===== config.mk =====
export PLATFORM = sky130hd
export DESIGN_NAME = trial_division_prime_test_core
export DESIGN_NICKNAME = d
export VERILOG_FILES = /design/src/rtl/core/tdp_pkg.sv /design/src/rtl/core/trial_division_prime_test_core.sv /design/src/rtl/core/tdp_front.sv /design/src/rtl/core/tdp_queue.sv /design/src/rtl/core/tdp_back.sv
export VERILOG_INCLUDE_DIRS = /design/src /design/src/rtl/core
export SDC_FILE = /design/constraint.sdc
export NUM_CORES = 1
export LEC_CHECK = 0
export BUFFER_PORTS_ARGS = -buffer_cell sky130_fd_sc_hd__clkbuf_2
export CAP_MARGIN = 10
export CORE_ASPECT_RATIO = 1.2
export CORE_UTILIZATION = 56
export DETAILED_ROUTE_END_ITERATION = 7
export GPL_ROUTABILITY_DRIVEN = 0
export GPL_TIMING_DRIVEN = 1
export PLACE_DENSITY = 0.76
export RECOVER_POWER = 50
export SETUP_SLACK_MARGIN = 0.3
export SYNTH_ARGS = -nofsm -noshare
export SYNTH_HDL_FRONTEND = slang
export SYNTH_SLANG_ARGS = --single-unit

===== constraint.sdc =====
create_clock -name clk_i -period 5.55 [get_ports clk_i]
set_clock_uncertainty 0.15 [all_clocks]
set_input_delay 1.3875 -clock clk_i [delete_from_list [all_inputs] [get_ports clk_i]]
set_output_delay 1.3875 -clock clk_i [all_outputs]
set_load 0.02 [all_outputs]

===== src/rtl/core/trial_division_prime_test_core_assert.svh =====
// Assertion macros for the core file, which checks its own logic.
`ifndef TRIAL_DIVISION_PRIME_TEST_CORE_ASSERT_SVH
`define TRIAL_DIVISION_PRIME_TEST_CORE_ASSERT_SVH

`ifndef NO_ASSERTIONS

`define TDP_ASSERT_IMPLY(lbl, clk, rst_n, ante, cons) \
  lbl: assert property (@(posedge clk) disable iff (!rst_n) (ante) |-> (cons)) \
    else $error("assertion failed");

`define TDP_ASSERT_NEXT(lbl, clk, rst_n, ante, cons) \
  lbl: assert property (@(posedge clk) disable iff (!rst_n) (ante) |=> (cons)) \
    else $error("assertion failed");

`else

`define TDP_ASSERT_IMPLY(lbl, clk, rst_n, ante, cons)

`define TDP_ASSERT_NEXT(lbl, clk, rst_n, ante, cons)

`endif

`endif


===== src/rtl/core/tdp_pkg.sv =====
`timescale 1ns / 1ps

package tdp_pkg;

  localparam int unsigned CAND_W          = 32;
  localparam int unsigned VALUE_WIDTH_DEF = 32;
  localparam int unsigned QUEUE_DEPTH_DEF = 2;
  localparam int unsigned FIRST_DIVISOR   = 3;

  typedef enum logic [1:0] {
    KIND_COMPOSITE,
    KIND_PRIME,
    KIND_DIVIDE
  } tdp_kind_e;

  typedef enum logic [1:0] {
    BACK_IDLE,
    BACK_DIV,
    BACK_CHECK
  } tdp_back_state_e;

  typedef struct packed {
    logic busy;
    logic dividing;
  } tdp_back_status_t;

endpackage


===== src/rtl/core/trial_division_prime_test_core.sv =====
// Candidates below four and even candidates are settled at once and go straight to
// the output register; the rest are divided by each trial divisor in turn (3, 5, 7,
// 11, 13 and so on), up to about sqrt(n)/3 divisors. The back end takes one candidate
// at a time, one per cycle when it is settled at once and the output does not stall;
// the front end and the queue (two entries by default) keep taking beats until full.
// Reset: asynchronous, active low; it empties the queue and the output register.
`timescale 1ns / 1ps
`include "trial_division_prime_test_core_assert.svh"

module trial_division_prime_test_core #(
  parameter int unsigned VALUE_WIDTH = tdp_pkg::VALUE_WIDTH_DEF,
  parameter int unsigned QUEUE_DEPTH = tdp_pkg::QUEUE_DEPTH_DEF
) (
  input  logic                       clk_i,
  input  logic                       rst_ni,
  input  logic                       in_valid_i,
  output logic                       in_stall_o,
  input  logic [tdp_pkg::CAND_W-1:0] candidate_i,
  output logic                       out_valid_o,
  input  logic                       out_stall_i,
  output logic [tdp_pkg::CAND_W-1:0] candidate_echo_o,
  output logic                       prime_flag_o
);

  localparam int unsigned KIND_W  = $bits(tdp_pkg::tdp_kind_e);
  localparam int unsigned ENTRY_W = VALUE_WIDTH + KIND_W;

  logic                      q_full;
  logic                      q_push;
  logic                      q_pop;
  logic                      q_valid;
  logic [VALUE_WIDTH-1:0]    f_value;
  tdp_pkg::tdp_kind_e        f_kind;
  logic [ENTRY_W-1:0]        q_in;
  logic [ENTRY_W-1:0]        q_out;
  tdp_pkg::tdp_kind_e        q_kind;
  tdp_pkg::tdp_back_status_t back_status;
  logic                      out_prime;
  logic                      out_prime_even;

  tdp_front #(
    .VALUE_WIDTH(VALUE_WIDTH)
  ) u_front (
    .in_valid_i  (in_valid_i),
    .candidate_i (candidate_i),
    .queue_full_i(q_full),
    .in_stall_o  (in_stall_o),
    .push_o      (q_push),
    .value_o     (f_value),
    .kind_o      (f_kind)
  );

  assign q_in   = {f_kind, f_value};
  assign q_kind = tdp_pkg::tdp_kind_e'(q_out[ENTRY_W-1 -: KIND_W]);

  tdp_queue #(
    .WIDTH(ENTRY_W),
    .DEPTH(QUEUE_DEPTH)
  ) u_queue (
    .clk_i  (clk_i),
    .rst_ni (rst_ni),
    .push_i (q_push),
    .data_i (q_in),
    .full_o (q_full),
    .pop_i  (q_pop),
    .valid_o(q_valid),
    .data_o (q_out)
  );

  tdp_back #(
    .VALUE_WIDTH(VALUE_WIDTH)
  ) u_back (
    .clk_i           (clk_i),
    .rst_ni          (rst_ni),
    .q_valid_i       (q_valid),
    .q_value_i       (q_out[VALUE_WIDTH-1:0]),
    .q_kind_i        (q_kind),
    .pop_o           (q_pop),
    .status_o        (back_status),
    .out_valid_o     (out_valid_o),
    .out_stall_i     (out_stall_i),
    .candidate_echo_o(candidate_echo_o),
    .prime_flag_o    (prime_flag_o)
  );

  assign out_prime      = out_valid_o && prime_flag_o;
  assign out_prime_even = out_prime && !candidate_echo_o[0];

  `TDP_ASSERT_IMPLY(a_div_out_empty, clk_i, rst_ni, back_status.dividing, !out_valid_o)
  `TDP_ASSERT_NEXT(a_accept_queued, clk_i, rst_ni, in_valid_i && !in_stall_o, q_valid)
  `TDP_ASSERT_IMPLY(a_pop_when_idle, clk_i, rst_ni, q_pop, !back_status.busy)
  `TDP_ASSERT_IMPLY(a_prime_above_one, clk_i, rst_ni, out_prime, candidate_echo_o > 32'd1)
  `TDP_ASSERT_IMPLY(a_even_prime_two, clk_i, rst_ni, out_prime_even, candidate_echo_o == 32'd2)

endmodule


===== src/rtl/core/tdp_front.sv =====
`timescale 1ns / 1ps

module tdp_front #(
  parameter int unsigned VALUE_WIDTH = tdp_pkg::VALUE_WIDTH_DEF
) (
  input  logic                          in_valid_i,
  input  logic [tdp_pkg::CAND_W-1:0]    candidate_i,
  input  logic                          queue_full_i,
  output logic                          in_stall_o,
  output logic                          push_o,
  output logic [VALUE_WIDTH-1:0]        value_o,
  output tdp_pkg::tdp_kind_e            kind_o
);

  localparam int unsigned CW = tdp_pkg::CAND_W;

  if (VALUE_WIDTH > CW) begin : g_widen
    assign value_o = {{(VALUE_WIDTH - CW){1'b0}}, candidate_i};
  end else if (VALUE_WIDTH == CW) begin : g_same
    assign value_o = candidate_i;
  end else begin : g_trim
    assign value_o = candidate_i[VALUE_WIDTH-1:0];
  end

  // Values below four are settled at once, as are even values.
  always_comb begin
    if (value_o[VALUE_WIDTH-1:2] == '0) begin
      kind_o = value_o[1] ? tdp_pkg::KIND_PRIME : tdp_pkg::KIND_COMPOSITE;
    end else if (!value_o[0]) begin
      kind_o = tdp_pkg::KIND_COMPOSITE;
    end else begin
      kind_o = tdp_pkg::KIND_DIVIDE;
    end
  end

  assign in_stall_o = queue_full_i;
  assign push_o     = in_valid_i & ~queue_full_i;

endmodule


===== src/rtl/core/tdp_queue.sv =====
`timescale 1ns / 1ps

module tdp_queue #(
  parameter int unsigned WIDTH = tdp_pkg::VALUE_WIDTH_DEF,
  parameter int unsigned DEPTH = tdp_pkg::QUEUE_DEPTH_DEF
) (
  input  logic             clk_i,
  input  logic             rst_ni,
  input  logic             push_i,
  input  logic [WIDTH-1:0] data_i,
  output logic             full_o,
  input  logic             pop_i,
  output logic             valid_o,
  output logic [WIDTH-1:0] data_o
);

  localparam int unsigned PTR_W = (DEPTH > 1) ? $clog2(DEPTH) : 1;
  localparam int unsigned CNT_W = $clog2(DEPTH + 1);

  logic [WIDTH-1:0] entry_q [DEPTH];
  logic [PTR_W-1:0] wr_ptr_q, wr_ptr_d;
  logic [PTR_W-1:0] rd_ptr_q, rd_ptr_d;
  logic [CNT_W-1:0] count_q, count_d;

  function automatic logic [PTR_W-1:0] next_ptr(input logic [PTR_W-1:0] p);
    next_ptr = (p == PTR_W'(DEPTH - 1)) ? '0 : p + 1'b1;
  endfunction

  assign full_o  = (count_q == CNT_W'(DEPTH));
  assign valid_o = (count_q != '0);
  assign data_o  = entry_q[rd_ptr_q];

  always_comb begin
    wr_ptr_d = push_i ? next_ptr(wr_ptr_q) : wr_ptr_q;
    rd_ptr_d = pop_i ? next_ptr(rd_ptr_q) : rd_ptr_q;
    count_d  = count_q + CNT_W'(push_i) - CNT_W'(pop_i);
  end

  always_ff @(posedge clk_i or negedge rst_ni) begin
    if (!rst_ni) begin
      wr_ptr_q <= '0;
      rd_ptr_q <= '0;
      count_q  <= '0;
    end else begin
      wr_ptr_q <= wr_ptr_d;
      rd_ptr_q <= rd_ptr_d;
      count_q  <= count_d;
    end
  end

  always_ff @(posedge clk_i) begin
    if (push_i) begin
      entry_q[wr_ptr_q] <= data_i;
    end
  end

endmodule


===== src/rtl/core/tdp_back.sv =====
`timescale 1ns / 1ps

module tdp_back #(
  parameter int unsigned VALUE_WIDTH = tdp_pkg::VALUE_WIDTH_DEF
) (
  input  logic                          clk_i,
  input  logic                          rst_ni,
  input  logic                          q_valid_i,
  input  logic [VALUE_WIDTH-1:0]        q_value_i,
  input  tdp_pkg::tdp_kind_e            q_kind_i,
  output logic                          pop_o,
  output tdp_pkg::tdp_back_status_t     status_o,
  output logic                          out_valid_o,
  input  logic                          out_stall_i,
  output logic [tdp_pkg::CAND_W-1:0]    candidate_echo_o,
  output logic                          prime_flag_o
);

  localparam int unsigned W     = VALUE_WIDTH;
  localparam int unsigned CW    = tdp_pkg::CAND_W;
  localparam int unsigned CNT_W = $clog2(W);

  tdp_pkg::tdp_back_state_e state_q, state_d;

  logic [W-1:0]     n_q, n_d;
  logic [W-1:0]     div_q, div_d;
  logic [W-1:0]     dvd_q, dvd_d;
  logic [W-1:0]     rem_q, rem_d;
  logic [CNT_W-1:0] cnt_q, cnt_d;
  logic             inc4_q, inc4_d;
  logic             first_q, first_d;
  logic             out_valid_q, out_valid_d;
  logic [W-1:0]     out_value_q, out_value_d;
  logic             prime_q, prime_d;

  logic             out_free;
  logic [W:0]       shifted;
  logic [W:0]       trial;
  logic             fits;
  logic [W-1:0]     step;

  assign out_free = !out_valid_q || !out_stall_i;
  assign shifted  = {rem_q, dvd_q[W-1]};
  assign trial    = shifted - {1'b0, div_q};
  assign fits     = !trial[W];
  assign step     = inc4_q ? W'(4) : W'(2);

  // One quotient bit per cycle; the dividend register fills with the quotient.
  always_comb begin
    state_d     = state_q;
    n_d         = n_q;
    div_d       = div_q;
    dvd_d       = dvd_q;
    rem_d       = rem_q;
    cnt_d       = cnt_q;
    inc4_d      = inc4_q;
    first_d     = first_q;
    out_valid_d = out_valid_q && out_stall_i;
    out_value_d = out_value_q;
    prime_d     = prime_q;
    pop_o       = 1'b0;

    case (state_q)
      tdp_pkg::BACK_IDLE: begin
        if (q_valid_i && out_free) begin
          pop_o = 1'b1;
          if (q_kind_i == tdp_pkg::KIND_DIVIDE) begin
            n_d     = q_value_i;
            div_d   = W'(tdp_pkg::FIRST_DIVISOR);
            dvd_d   = q_value_i;
            rem_d   = '0;
            cnt_d   = '0;
            inc4_d  = 1'b0;
            first_d = 1'b1;
            state_d = tdp_pkg::BACK_DIV;
          end else begin
            out_valid_d = 1'b1;
            out_value_d = q_value_i;
            prime_d     = (q_kind_i == tdp_pkg::KIND_PRIME);
          end
        end
      end
      tdp_pkg::BACK_DIV: begin
        rem_d = fits ? trial[W-1:0] : shifted[W-1:0];
        dvd_d = {dvd_q[W-2:0], fits};
        cnt_d = cnt_q + 1'b1;
        if (cnt_q == CNT_W'(W - 1)) begin
          state_d = tdp_pkg::BACK_CHECK;
        end
      end
      tdp_pkg::BACK_CHECK: begin
        // A divisor above the quotient means its square exceeds the candidate.
        if (div_q > dvd_q) begin
          out_valid_d = 1'b1;
          out_value_d = n_q;
          prime_d     = 1'b1;
          state_d     = tdp_pkg::BACK_IDLE;
        end else if (rem_q == '0) begin
          out_valid_d = 1'b1;
          out_value_d = n_q;
          prime_d     = 1'b0;
          state_d     = tdp_pkg::BACK_IDLE;
        end else begin
          div_d   = div_q + step;
          first_d = 1'b0;
          inc4_d  = first_q ? 1'b0 : ~inc4_q;
          dvd_d   = n_q;
          rem_d   = '0;
          cnt_d   = '0;
          state_d = tdp_pkg::BACK_DIV;
        end
      end
      default: begin
        state_d = tdp_pkg::BACK_IDLE;
      end
    endcase
  end

  always_ff @(posedge clk_i or negedge rst_ni) begin
    if (!rst_ni) begin
      state_q     <= tdp_pkg::BACK_IDLE;
      out_valid_q <= 1'b0;
    end else begin
      state_q     <= state_d;
      out_valid_q <= out_valid_d;
    end
  end

  always_ff @(posedge clk_i) begin
    n_q         <= n_d;
    div_q       <= div_d;
    dvd_q       <= dvd_d;
    rem_q       <= rem_d;
    cnt_q       <= cnt_d;
    inc4_q      <= inc4_d;
    first_q     <= first_d;
    out_value_q <= out_value_d;
    prime_q     <= prime_d;
  end

  if (W > CW) begin : g_echo_trim
    assign candidate_echo_o = out_value_q[CW-1:0];
  end else if (W == CW) begin : g_echo_same
    assign candidate_echo_o = out_value_q;
  end else begin : g_echo_widen
    assign candidate_echo_o = {{(CW - W){1'b0}}, out_value_q};
  end

  assign out_valid_o       = out_valid_q;
  assign prime_flag_o      = prime_q;
  assign status_o.busy     = (state_q != tdp_pkg::BACK_IDLE);
  assign status_o.dividing = (state_q == tdp_pkg::BACK_DIV);

endmodule

==> summary.txt <==
Status
  • Status: finished with violations
  • Violated checks: max-capacitance violations, max-slew violations

Floorplan
  • Width of the die: around 140 um
  • Core ar.: ~23000 um^2
  • Cell Rows: 60
  • DIE HEIGHT: 168.8 um
  • I/O pin total: between 70 and 80
  • Full die area: 23800 um^2
  • Initial Util: 57.45%

Clock network
  • Clk sink count: ~240
  • CTS tree: built
  • CTS H-tree depth: 1
  • Clk_lat worst skew: ~520 ps
  • Root Driver: clkbuf_16
  • Clock Tree Buf Depth: 3
  • Hold buffers post-CTS: 0
  • Reg clk slew, reported paths: 60 ps
  • Number of CTS-inserted buffers: 24
  • Setup bufs post-CTS: 0
  • Post-cts resize count: 0

Worst hold path
  • Hold-critical path depth: 1
  • Hold path start: u_queue.wr_ptr_q
  • Hold endpoint: u_queue.wr_ptr_q
  • Hold Crit Class: flip-flop to flip-flop

Global route
  • Initial antenna violation count: 0
  • Pin count of the biggest net entering global routing: between 60 and 70
  • Vias in the first global route: approximately 8600
  • First-pass GRT wire length: between 40000 and 50000 um
  • Overall Global Routing Usage: 23.51%
  • Residual overflow from global routing: 0

Timing
  • Fin. Hold Viols: 0
  • Rel. slew slack: -86.20%
  • Slew Viols, Final: ~140
  • RSZ-0062 raised after global routing: false
  • PnR worst setup slack: around 820 ps
  • Tmin final: between 4000 and 5000 ps
  • Setup TNS: 0 ps
  • Slew @ Worst Pin: 2783 ps
  • Period Utilization, post-route: a little under nine tenths
  • Setup violators final: 0
  • F_max: between 200 and 250 MHz

Setup path
  • Startpoint Class: flip-flop
  • Worst Setup End Kind: flip-flop
  • Crit-path most repeated cell: inv_1
  • Crit path max-delay cell type: clkbuf_1
  • Crit path launch: u_back.state_q[0]
  • Max FO, Critical Path: 46
  • R2r endpoint: u_back.candidate_echo_o[1]
  • R2r worst-path depth: 6
  • Crit-path max cell delay: ~1300 ps
  • CP arrival: between 4000 and 5000 ps
  • Crit path kind: flip-flop to flip-flop
  • RR Startpoint: u_back.state_q[0]
  • CP Cell Sequence: inv_1, ha_1, clkbuf_1, inv_1, clkbuf_2, mux2_2
  • Internal reg-to-reg setup slack: 820 ps
  • CP Data Required Time: around 5700 ps

Synthesis
  • Top cells by area, synth: edfxtp_1, ha_1, mux2_2
  • Register bit total from synthesis: 242
  • Async set-reset flop share out of synthesis: 2.893%
  • Register area share after synthesis: between 50% and 60%
  • Synth Warn #: 0
  • Gate Count Post-Synth: between 1000 and 1500
  • Yosys top cell by area: edfxtp_1
  • Mapped Avg Cell Area: 11.77 um^2
  • Ys flop type: edfxtp_1
  • Synth top cells by count: edfxtp_1, nor2_1, inv_1
  • Number of synthesized flops with an enable pin: roughly 240
  • Synth top area share: 54.36%
  • Post-Syn Area: about 13000 um^2
  • Most numerous cell in the Yosys netlist: edfxtp_1
  • Net Count, Synth: 1213
  • Synth cell types: 60

Detailed routing
  • DRT iter0 DRCs: roughly 640
  • Aggregate routed wire length: approximately 28000 um
  • Post-route DRC: 0
  • Routed WL per cell: 18.69 um
  • Routed Antenna Nets: 0
  • Drt via density: 5.971
  • 1st-pass router iterations: 5
  • Via count: 8897

Layout
  • Nets: roughly 1300
  • N_diodes: 0
  • Util after Layout: around 63%
  • Fillers: approximately 1800
  • Share of post-route cells with drive strength above 1: 8.559%
  • P&R area growth vs syn: 10.11%

Placement
  • Pre-CTS setup slack: roughly 1500 ps
  • Detailed placement HPWL: 19160 um
  • Port buffer count: 70

Run
  • Max Cap Viol: 4
[critical path, delay by kind of cell (launching register included)]
| family | cells | cell delay, ps |
|---|---|---|
| buffers and inverters | 4 | 3160 |
| muxes | 1 | 550 |
| DFF | 1 | 400 |
| adders and majority gates | 1 | 160 |
[through the flow]
stage / area [um^2] / cells / hold slack [ps]
after floorplan: 12990 / 1103 / 310.8
after global placement: 13650 / 1448 / 358.6
after detailed placement: 13650 / 1448 / 374.9
after CTS: 14390 / 1490 / 386.2
after global routing: 14300 / 1490 / 377.3
final: 14300 / 1490 / 347.1
[logic make-up after synthesis]
logic type               after synthesis  share of synthesized area, %
adder cells (fa/ha/maj)               74                         7.247
flip-flops                           242                         55.71
AND/OR/NAND/NOR                      299                         10.96
buffers and inverters                133                         4.135
XOR/XNOR                              57                         3.845
multiplexers                          89                         7.508
AO/OA/AOI/OAI                        209                         10.60
[per-layer routing]
| layer | vias to the layer above | GRT usage, % | wire length, um |
|---|---|---|---|
| met5 | - | 0 | 0 |
| met4 | 0 | 6.947 | 692 |
| met3 | 47 | 2.744 | 1296 |
| met2 | 256 | 40.88 | 13790 |
| met1 | 4389 | 31.05 | 12060 |
| li1 | 4205 | - | - |
[cell usage in the layout (no fill, tap or decap), types with 12 or more instances in the layout]
cell type | netlist | routed
a21o_1 | 25 | 25
a21oi_1 | 74 | 71
a22oi_1 | 31 | 31
and3_1 | 12 | 12
clkbuf_1 | 33 | 57
clkbuf_16 | 0 | 25
clkbuf_2 | 0 | 19
edfxtp_1 | 235 | 235
ha_1 | 72 | 71
inv_1 | 88 | 88
mux2_1 | 0 | 32
mux2_2 | 64 | 32
mux2i_1 | 24 | 24
nand2_1 | 41 | 41
nand3_1 | 37 | 37
nand4_1 | 19 | 19
nor2_1 | 119 | 118
nor3_1 | 15 | 15
nor4_1 | 21 | 21
o21ai_0 | 26 | 26
xnor2_1 | 48 | 48
[worst max-delay path by stage]
| stage | endpoint | slack, ps | cells past startpoint |
|---|---|---|---|
| CTS | u_back.rem_q[16] | 1450 | 11 |
| floorplan | u_back.cnt_q[0] | 1230 | 3 |
| finish | u_back.candidate_echo_o[1] | 820 | 6 |
| detailed placement | u_back.dvd_q[0] | 1470 | 11 |
| global placement | u_back.rem_q[10] | 1620 | 11 |
| global route | u_back.candidate_echo_o[1] | 560 | 6 |
[state kept, by name (all words and copies together), names as in the netlist, 2 cells and up]
name	cells
u_back.dvd_q	32
u_back.state_q	2
u_back.rem_q	32
u_back.div_q	31
u_queue.count_q	2
u_back.cnt_q	5
u_back.n_q	32
u_back.candidate_echo_o	32
u_queue.entry_q	68
[layout make-up]
cell class | count | area [um^2] | area share [%]
Inverter | 88 | 330.3 | 2.311
Clock inverter | 16 | 107.6 | 0.7527
Clock buffer | 26 | 629.4 | 4.403
Multi-Input combinational cell | 728 | 5253 | 36.74
Tap cell | 310 | 387.9 | 2.713
Sequential cell | 242 | 7232 | 50.59
Timing Repair Buffer | 80 | 355.3 | 2.486
Power is left out: the tool's default activity adds up to more than one toggle a clock period on the data nets, which glitch-free logic cannot reach.
